<file path="src/hw/rtl/rti_pkg.sv">
// Shared types, constants and symbol tables for the Roman numeral encoder.
package rti_pkg;

	localparam int VALUE_W = 12;
	localparam int CHAR_W = 8;
	localparam int DIGIT_W = 4;
	localparam int NUM_DIGITS = 4;
	localparam int POS_W = 2;
	localparam int SYM_W = 3;
	localparam logic [VALUE_W-1:0] MAX_VALUE = 12'd3999;

	// Symbol indexes, in order of increasing weight.
	localparam logic [SYM_W-1:0] SYM_I = 3'd0;
	localparam logic [SYM_W-1:0] SYM_V = 3'd1;
	localparam logic [SYM_W-1:0] SYM_X = 3'd2;
	localparam logic [SYM_W-1:0] SYM_L = 3'd3;
	localparam logic [SYM_W-1:0] SYM_C = 3'd4;
	localparam logic [SYM_W-1:0] SYM_D = 3'd5;
	localparam logic [SYM_W-1:0] SYM_M = 3'd6;

	// Decimal digits of one value, index 3 is thousands and index 0 is ones.
	typedef struct packed {
		logic err;
		logic zero;
		logic [NUM_DIGITS-1:0][DIGIT_W-1:0] dig;
	} rti_digits_t;

	function automatic logic [CHAR_W-1:0] sym_char(input logic [SYM_W-1:0] idx);
		logic [CHAR_W-1:0] c;
		case (idx)
			SYM_I: c = 8'h49;
			SYM_V: c = 8'h56;
			SYM_X: c = 8'h58;
			SYM_L: c = 8'h4C;
			SYM_C: c = 8'h43;
			SYM_D: c = 8'h44;
			SYM_M: c = 8'h4D;
			default: c = 8'h4D;
		endcase
		return c;
	endfunction

	// Number of characters that one decimal digit expands to.
	function automatic logic [2:0] digit_len(input logic [DIGIT_W-1:0] d);
		logic [2:0] n;
		case (d)
			4'd0: n = 3'd0;
			4'd1: n = 3'd1;
			4'd2: n = 3'd2;
			4'd3: n = 3'd3;
			4'd4: n = 3'd2;
			4'd5: n = 3'd1;
			4'd6: n = 3'd2;
			4'd7: n = 3'd3;
			4'd8: n = 3'd4;
			4'd9: n = 3'd2;
			default: n = 3'd0;
		endcase
		return n;
	endfunction

endpackage

</file>
<file path="src/hw/rtl/rti_digit_split.sv">
// Splits a registered value into its four decimal digits and flags zero and out-of-range values.
module rti_digit_split (
	input  logic [rti_pkg::VALUE_W-1:0] value,
	output rti_pkg::rti_digits_t        digits
);

	logic [1:0]  thou;
	logic [3:0]  hund;
	logic [3:0]  tens;
	logic [9:0]  rem1;
	logic [6:0]  rem2;
	logic [3:0]  rem3;
	logic [11:0] sub1;
	logic [9:0]  sub2;
	logic [6:0]  sub3;

	// Each digit is found by comparing the running remainder against its multiples.
	always_comb begin
		thou = 2'd0;
		for (int i = 1; i <= 3; i++) begin
			if (value >= 12'(i * 1000)) begin
				thou = 2'(i);
			end
		end
		sub1 = 12'(thou) * 12'd1000;
		rem1 = 10'(value - sub1);

		hund = 4'd0;
		for (int i = 1; i <= 9; i++) begin
			if (rem1 >= 10'(i * 100)) begin
				hund = 4'(i);
			end
		end
		sub2 = 10'(hund) * 10'd100;
		rem2 = 7'(rem1 - sub2);

		tens = 4'd0;
		for (int i = 1; i <= 9; i++) begin
			if (rem2 >= 7'(i * 10)) begin
				tens = 4'(i);
			end
		end
		sub3 = 7'(tens) * 7'd10;
		rem3 = 4'(rem2 - sub3);

		digits.err  = (value > rti_pkg::MAX_VALUE);
		digits.dig  = {{2'b00, thou}, hund, tens, rem3};
		digits.zero = (value == '0);
	end

endmodule

</file>
<file path="src/hw/rtl/rti_serializer.sv">
// Walks the decimal digits and emits one numeral character per cycle, or one error result.
module rti_serializer (
	input  logic                        clk,
	input  logic                        arst_n,
	input  logic                        in_valid,
	input  rti_pkg::rti_digits_t        in_digits,
	output logic                        in_take,
	output logic                        strobe,
	output logic [rti_pkg::CHAR_W-1:0]  char_code,
	output logic                        last,
	output logic                        error
);

	logic [rti_pkg::NUM_DIGITS-1:0][rti_pkg::DIGIT_W-1:0] dig_q;
	logic [rti_pkg::POS_W-1:0] pos_q;
	logic [1:0]                k_q;
	logic                      act_q;
	logic                      err_q;

	logic                      strobe_q;
	logic [rti_pkg::CHAR_W-1:0] char_q;
	logic                      last_q;
	logic                      error_q;

	logic [rti_pkg::DIGIT_W-1:0] cur_dig;
	logic [2:0]                  cur_len;
	logic [rti_pkg::SYM_W-1:0]   one_idx;
	logic [rti_pkg::SYM_W-1:0]   five_idx;
	logic [rti_pkg::SYM_W-1:0]   ten_idx;
	logic [rti_pkg::SYM_W-1:0]   sym_idx;
	logic                        more;
	logic                        found;
	logic [rti_pkg::POS_W-1:0]   nxt_pos;
	logic [rti_pkg::POS_W-1:0]   first_pos;
	logic                        is_last;
	logic                        load;

	always_comb begin
		cur_dig  = dig_q[pos_q];
		cur_len  = rti_pkg::digit_len(cur_dig);
		one_idx  = {pos_q, 1'b0};
		// The thousands place has no five or ten symbol of its own; M stands in.
		five_idx = (pos_q == 2'd3) ? rti_pkg::SYM_M : one_idx + 3'd1;
		ten_idx  = (pos_q == 2'd3) ? rti_pkg::SYM_M : one_idx + 3'd2;

		case (cur_dig)
			4'd4:    sym_idx = (k_q == 2'd0) ? one_idx : five_idx;
			4'd5:    sym_idx = five_idx;
			4'd6,
			4'd7,
			4'd8:    sym_idx = (k_q == 2'd0) ? five_idx : one_idx;
			4'd9:    sym_idx = (k_q == 2'd0) ? one_idx : ten_idx;
			default: sym_idx = one_idx;
		endcase

		more = (({1'b0, k_q} + 3'd1) < cur_len);

		// Next lower place with a nonzero digit; ascending scan keeps the highest.
		found   = 1'b0;
		nxt_pos = '0;
		for (int p = 0; p < rti_pkg::NUM_DIGITS; p++) begin
			if ((2'(p) < pos_q) && (dig_q[p] != '0)) begin
				found   = 1'b1;
				nxt_pos = 2'(p);
			end
		end

		first_pos = '0;
		for (int p = 0; p < rti_pkg::NUM_DIGITS; p++) begin
			if (in_digits.dig[p] != '0) begin
				first_pos = 2'(p);
			end
		end

		is_last = act_q && (err_q || (!more && !found));
		load    = in_valid && (!act_q || is_last);
	end

	assign in_take = load;

	always_ff @(posedge clk or negedge arst_n) begin
		if (!arst_n) begin
			act_q <= 1'b0;
			err_q <= 1'b0;
			pos_q <= '0;
			k_q   <= '0;
		end else if (load) begin
			err_q <= in_digits.err;
			pos_q <= first_pos;
			k_q   <= '0;
			// A zero value produces no characters and leaves the serializer free.
			act_q <= in_digits.err || !in_digits.zero;
		end else if (act_q) begin
			if (is_last) begin
				act_q <= 1'b0;
			end else if (more) begin
				k_q <= k_q + 2'd1;
			end else begin
				pos_q <= nxt_pos;
				k_q   <= '0;
			end
		end
	end

	always_ff @(posedge clk) begin
		if (load) begin
			dig_q <= in_digits.dig;
		end
	end

	always_ff @(posedge clk or negedge arst_n) begin
		if (!arst_n) begin
			strobe_q <= 1'b0;
		end else begin
			strobe_q <= act_q;
		end
	end

	always_ff @(posedge clk) begin
		char_q  <= err_q ? '0 : rti_pkg::sym_char(sym_idx);
		last_q  <= is_last;
		error_q <= err_q;
	end

	assign strobe    = strobe_q;
	assign char_code = char_q;
	assign last      = last_q;
	assign error     = error_q;

endmodule

</file>
<file path="src/hw/rtl/int_to_roman_encoder.sv">
// Top level of the Roman numeral encoder: input register, digit split and serializer.
// The first character of a transaction passes the input register, the serializer state and the
// output register. Characters follow one per cycle; the serializer takes a new value with the
// last character of the current one, and the input register can hold one value meanwhile.
// A zero value emits nothing; a value above 3999 emits one error result.
// Reset clears all control state asynchronously; the receiver cannot stall the result strobe.
module int_to_roman_encoder (
	input  logic                        clk,
	input  logic                        arst_n,
	input  logic                        start,
	output logic                        busy,
	input  logic [rti_pkg::VALUE_W-1:0] value,
	output logic                        strobe,
	output logic [rti_pkg::CHAR_W-1:0]  char_code,
	output logic                        last,
	output logic                        error
);

	logic [rti_pkg::VALUE_W-1:0] value_s1;
	logic                        valid_s1;
	rti_pkg::rti_digits_t        digits;
	logic                        take;
	logic                        accept;

	assign busy   = valid_s1 && !take;
	assign accept = start && !busy;

	always_ff @(posedge clk or negedge arst_n) begin
		if (!arst_n) begin
			valid_s1 <= 1'b0;
		end else if (accept) begin
			valid_s1 <= 1'b1;
		end else if (take) begin
			valid_s1 <= 1'b0;
		end
	end

	always_ff @(posedge clk) begin
		if (accept) begin
			value_s1 <= value;
		end
	end

	rti_digit_split u_split (
		.value  (value_s1),
		.digits (digits)
	);

	rti_serializer u_ser (
		.clk       (clk),
		.arst_n    (arst_n),
		.in_valid  (valid_s1),
		.in_digits (digits),
		.in_take   (take),
		.strobe    (strobe),
		.char_code (char_code),
		.last      (last),
		.error     (error)
	);

endmodule
</file>
<file path="config.mk">
export PLATFORM = sky130hd
export DESIGN_NAME = int_to_roman_encoder
export DESIGN_NICKNAME = d
export VERILOG_FILES = /design/src/hw/rtl/rti_pkg.sv /design/src/hw/rtl/rti_digit_split.sv /design/src/hw/rtl/rti_serializer.sv /design/src/hw/rtl/int_to_roman_encoder.sv
export SDC_FILE = /design/constraint.sdc
export NUM_CORES = 1
export LEC_CHECK = 0
export ABC_AREA = 1
export BUFFER_PORTS_ARGS = -buffer_cell sky130_fd_sc_hd__buf_2
export CAP_MARGIN = 20
export CORE_UTILIZATION = 33
export CTS_CLUSTER_SIZE = 12
export DETAILED_ROUTE_END_ITERATION = 16
export HOLD_SLACK_MARGIN = 0.05
export SYNTH_ARGS = -nofsm -noshare
export SYNTH_HDL_FRONTEND = slang
export SYNTH_SLANG_ARGS = --single-unit
</file>
<file path="constraint.sdc">
create_clock -name clk -period 5.9 [get_ports clk]
set_input_delay 1.18 -clock clk [delete_from_list [all_inputs] [get_ports clk]]
set_output_delay 1.18 -clock clk [all_outputs]
set_load 0.1 [all_outputs]
</file>
==> metrics.txt <==
crit path max-delay cell type edfxtp_1; Initial Utilization 34.5%; die area ~0.009 mm2; max_cap viols 0; Worst-path clk slew around 0.09 ns; post-route ant nets 0; timing-limited maximum frequency about 180 MHz; total wire length 6.18 mm; Die Wd around 95 um; worst endpoint required time between 5 and 6 ns; IO Port Bufs 24; Area growth syn-to-layout 26.1%; post-synthesis register bit count 42; Layout Skew between 0.01 and 0.015 ns; # diodes 0; fillcell total a little over 800; Slew @ Worst Pin 0.591 ns; Period minus WS final between 5 and 6 ns; arrival time at the worst endpoint around 5.8 ns; Final Cycle Share about 96%; Layout Nets about 450; Synth Area per Inst roughly 8.0 um2; CP startpoint kind register; Seq/Total Area, Yosys about two fifths; GRT Util Overall between 10% and 20%; Placement Setup Slack -0.111 ns; Final Setup Violations 0; synthesized cell area between 0.002 and 0.003 mm2; CTS Root Cell clkbuf_8; HPWL after detailed placement about 4.6 mm; vias 2439; TritonCTS clock tree done; maximum clock path buffer count 2; relative slew slack 60.6%; min-delay worst type reg2reg; antenna violations before repair 0; first drt pass iteration count 4; DIE HEIGHT between 90 and 100 um; GPL Wtd Cong between 0.9 and 1; crit path max fanout 5; distinct cell type count after synthesis 43; top cells by area, synth edfxtp_1, nand2_1, ha_1, inv_1, dfrtp_1; crit-path max cell delay between 0.4 and 0.5 ns; Avg WL per Cell 11.9 um; critical path class reg2reg; vias in the first global route between 2000 and 2500; Initial DRC Count 76; fin area around 0.0036 mm2; first-pass GRT wire length between 9 and 10 mm; Synth top area share 27.2%; CP Capture Type register; vias per cell about 4.7; Final Max Tran Viols 0; layout cells sized above 1 a little under a third; H-tree levels 2; Hold-fix buffers, CTS 0; final worst slack 0.209 ns; global route total overflow 0; Placed Area 0.00321 mm2; Syn Inst Count 360; CTS buffer count 5; outcome finished, final reports clean; Skew-Pair Late Insertion Delay about 0.30 ns; I/O pins 27; DRC viols 0; Synthesis Warnings 0; Hold Fails Final Rpt 0; clock sinks 42; top cell type by total area after synthesis edfxtp_1; largest net degree at the start of global routing 18; core area 0.00834 mm2; cell row count 33
cells in the mapped netlist, drive strengths merged:
master  instances
a211oi          1
a21boi          2
a21o            2
a21oi          18
a22oi           1
a31oi           4
and2            1
and3            1
buf             2
conb            1
dfrtp           8
dfxtp           8
edfxtp         26
fa              3
ha             19
inv            63
nand2          95
nand3          24
nand3b          1
nand4           7
nor2           36
nor3            1
nor3b           1
nor4            5
o211ai          4
o21ai          15
o21bai          1
o31ai           2
o41ai           2
xnor2           1
xor2            5
flip-flops by register name, summed over array words and instances (netlist names):
| signal | count |
|---|---|
| value_s1 | 12 |
| u_ser.strobe | 1 |
| u_ser.char_code | 6 |
| u_ser.err_q | 1 |
| u_ser.pos_q | 2 |
| u_ser.k_q | 2 |
| u_ser.dig_q | 14 |
| u_ser.error | 1 |
| u_ser.last | 1 |
| u_ser.act_q | 1 |
| valid_s1 | 1 |
what timing repair did:
item / 4_1_cts / 5_1_grt
hold endpoints to repair: 0 / 0
buffers inserted: 1 / 8
gates resized for setup: 6 / 53
setup endpoints to repair: 1 / 2
pin swaps: 2 / 27
metrics by stage:
| stage | setup TNS, ns | hold WS, ns | std cells | utilization (%) |
|---|---|---|---|---|
| 5_1_grt | -0.106 | 0.492 | 518 | 43.5 |
| 6_report | 0 | 0.475 | 518 | 43.5 |
| 3_3_place_gp | -0.0536 | 0.455 | 501 | 38.5 |
| 3_5_place_dp | -0.111 | 0.453 | 501 | 38.5 |
| 4_1_cts | 0 | 0.474 | 510 | 40.1 |
| 2_1_floorplan | 0 | 0.408 | 361 | - |
metal layers:
metal / track usage, % / share of wire, % / vias to the layer above / routed length, um
met4: 3.54 / 0.71 / 0 / 44
met2: 22.4 / 50 / 28 / 3110
met5: 0 / 0 / - / 0
met1: 17.4 / 47 / 1123 / 2890
met3: 3.27 / 2.3 / 4 / 140
li1: - / - / 1284 / -
cells in the final DEF (no fill, tap or decap), types with 8 or more instances in the layout:
cell | synthesis | final
o21ai_0 | 12 | 9
ha_1 | 19 | 14
inv_1 | 54 | 49
a21oi_1 | 16 | 12
dfxtp_1 | 8 | 8
buf_4 | 2 | 21
nand2_1 | 86 | 75
edfxtp_1 | 26 | 26
dfrtp_1 | 8 | 8
nand2_2 | 9 | 19
nor2_1 | 32 | 28
nand3_1 | 20 | 16
buf_2 | 0 | 24
inv_2 | 9 | 13
path summary, 6_finish.rpt:
kind / start / endpoint / slack (ns) / cells after the start
worst max-delay path: value_s1[8] / u_ser.dig_q[3] / 0.21 / 41
worst min-delay path: u_ser.err_q / u_ser.error / 0.47 / 0
worst max register to register: value_s1[8] / u_ser.dig_q[3] / 0.21 / 41
worst min register to register: u_ser.err_q / u_ser.error / 0.47 / 0
max in group asynchronous: arst_n / u_ser.pos_q[0] / 5.02 / 1
min in group asynchronous: arst_n / u_ser.k_q[0] / 0.71 / 1
area by class of cell:
cell class,count,area (um2),share of cell area (%)
Multi-Input combinational cell,254,1720,47.4
Clock buffer,6,93.8,2.59
Clock inverter,2,13.8,0.380
Tap cell,105,131,3.62
Sequential cell,42,1140,31.5
Timing Repair Buffer,46,289,7.97
Inverter,63,239,6.59
cell families after synthesis:
kind of cell | Yosys count | synth area share (%)
and+or+nand+nor | 172 | 27.3
buffers and inverters | 65 | 8.75
AOI/OAI and AO/OA | 52 | 11.7
DFF | 42 | 39.7
adders and majority gates | 22 | 10.4
xor gates and xnor gates | 6 | 2.09
other | 1 | 0.130
worst max-delay path: cells and delay by family (launching register included):
family	cells	cell delay (ns)
simple gates	18	1.59
fa+ha+maj	6	1.55
buf+inv	10	0.80
compound gates	5	0.68
flops	1	0.42
xor+xnor	2	0.40
Power is not shown: default switching activity piles up to over one toggle a cycle in this logic, so the estimate is an artifact.
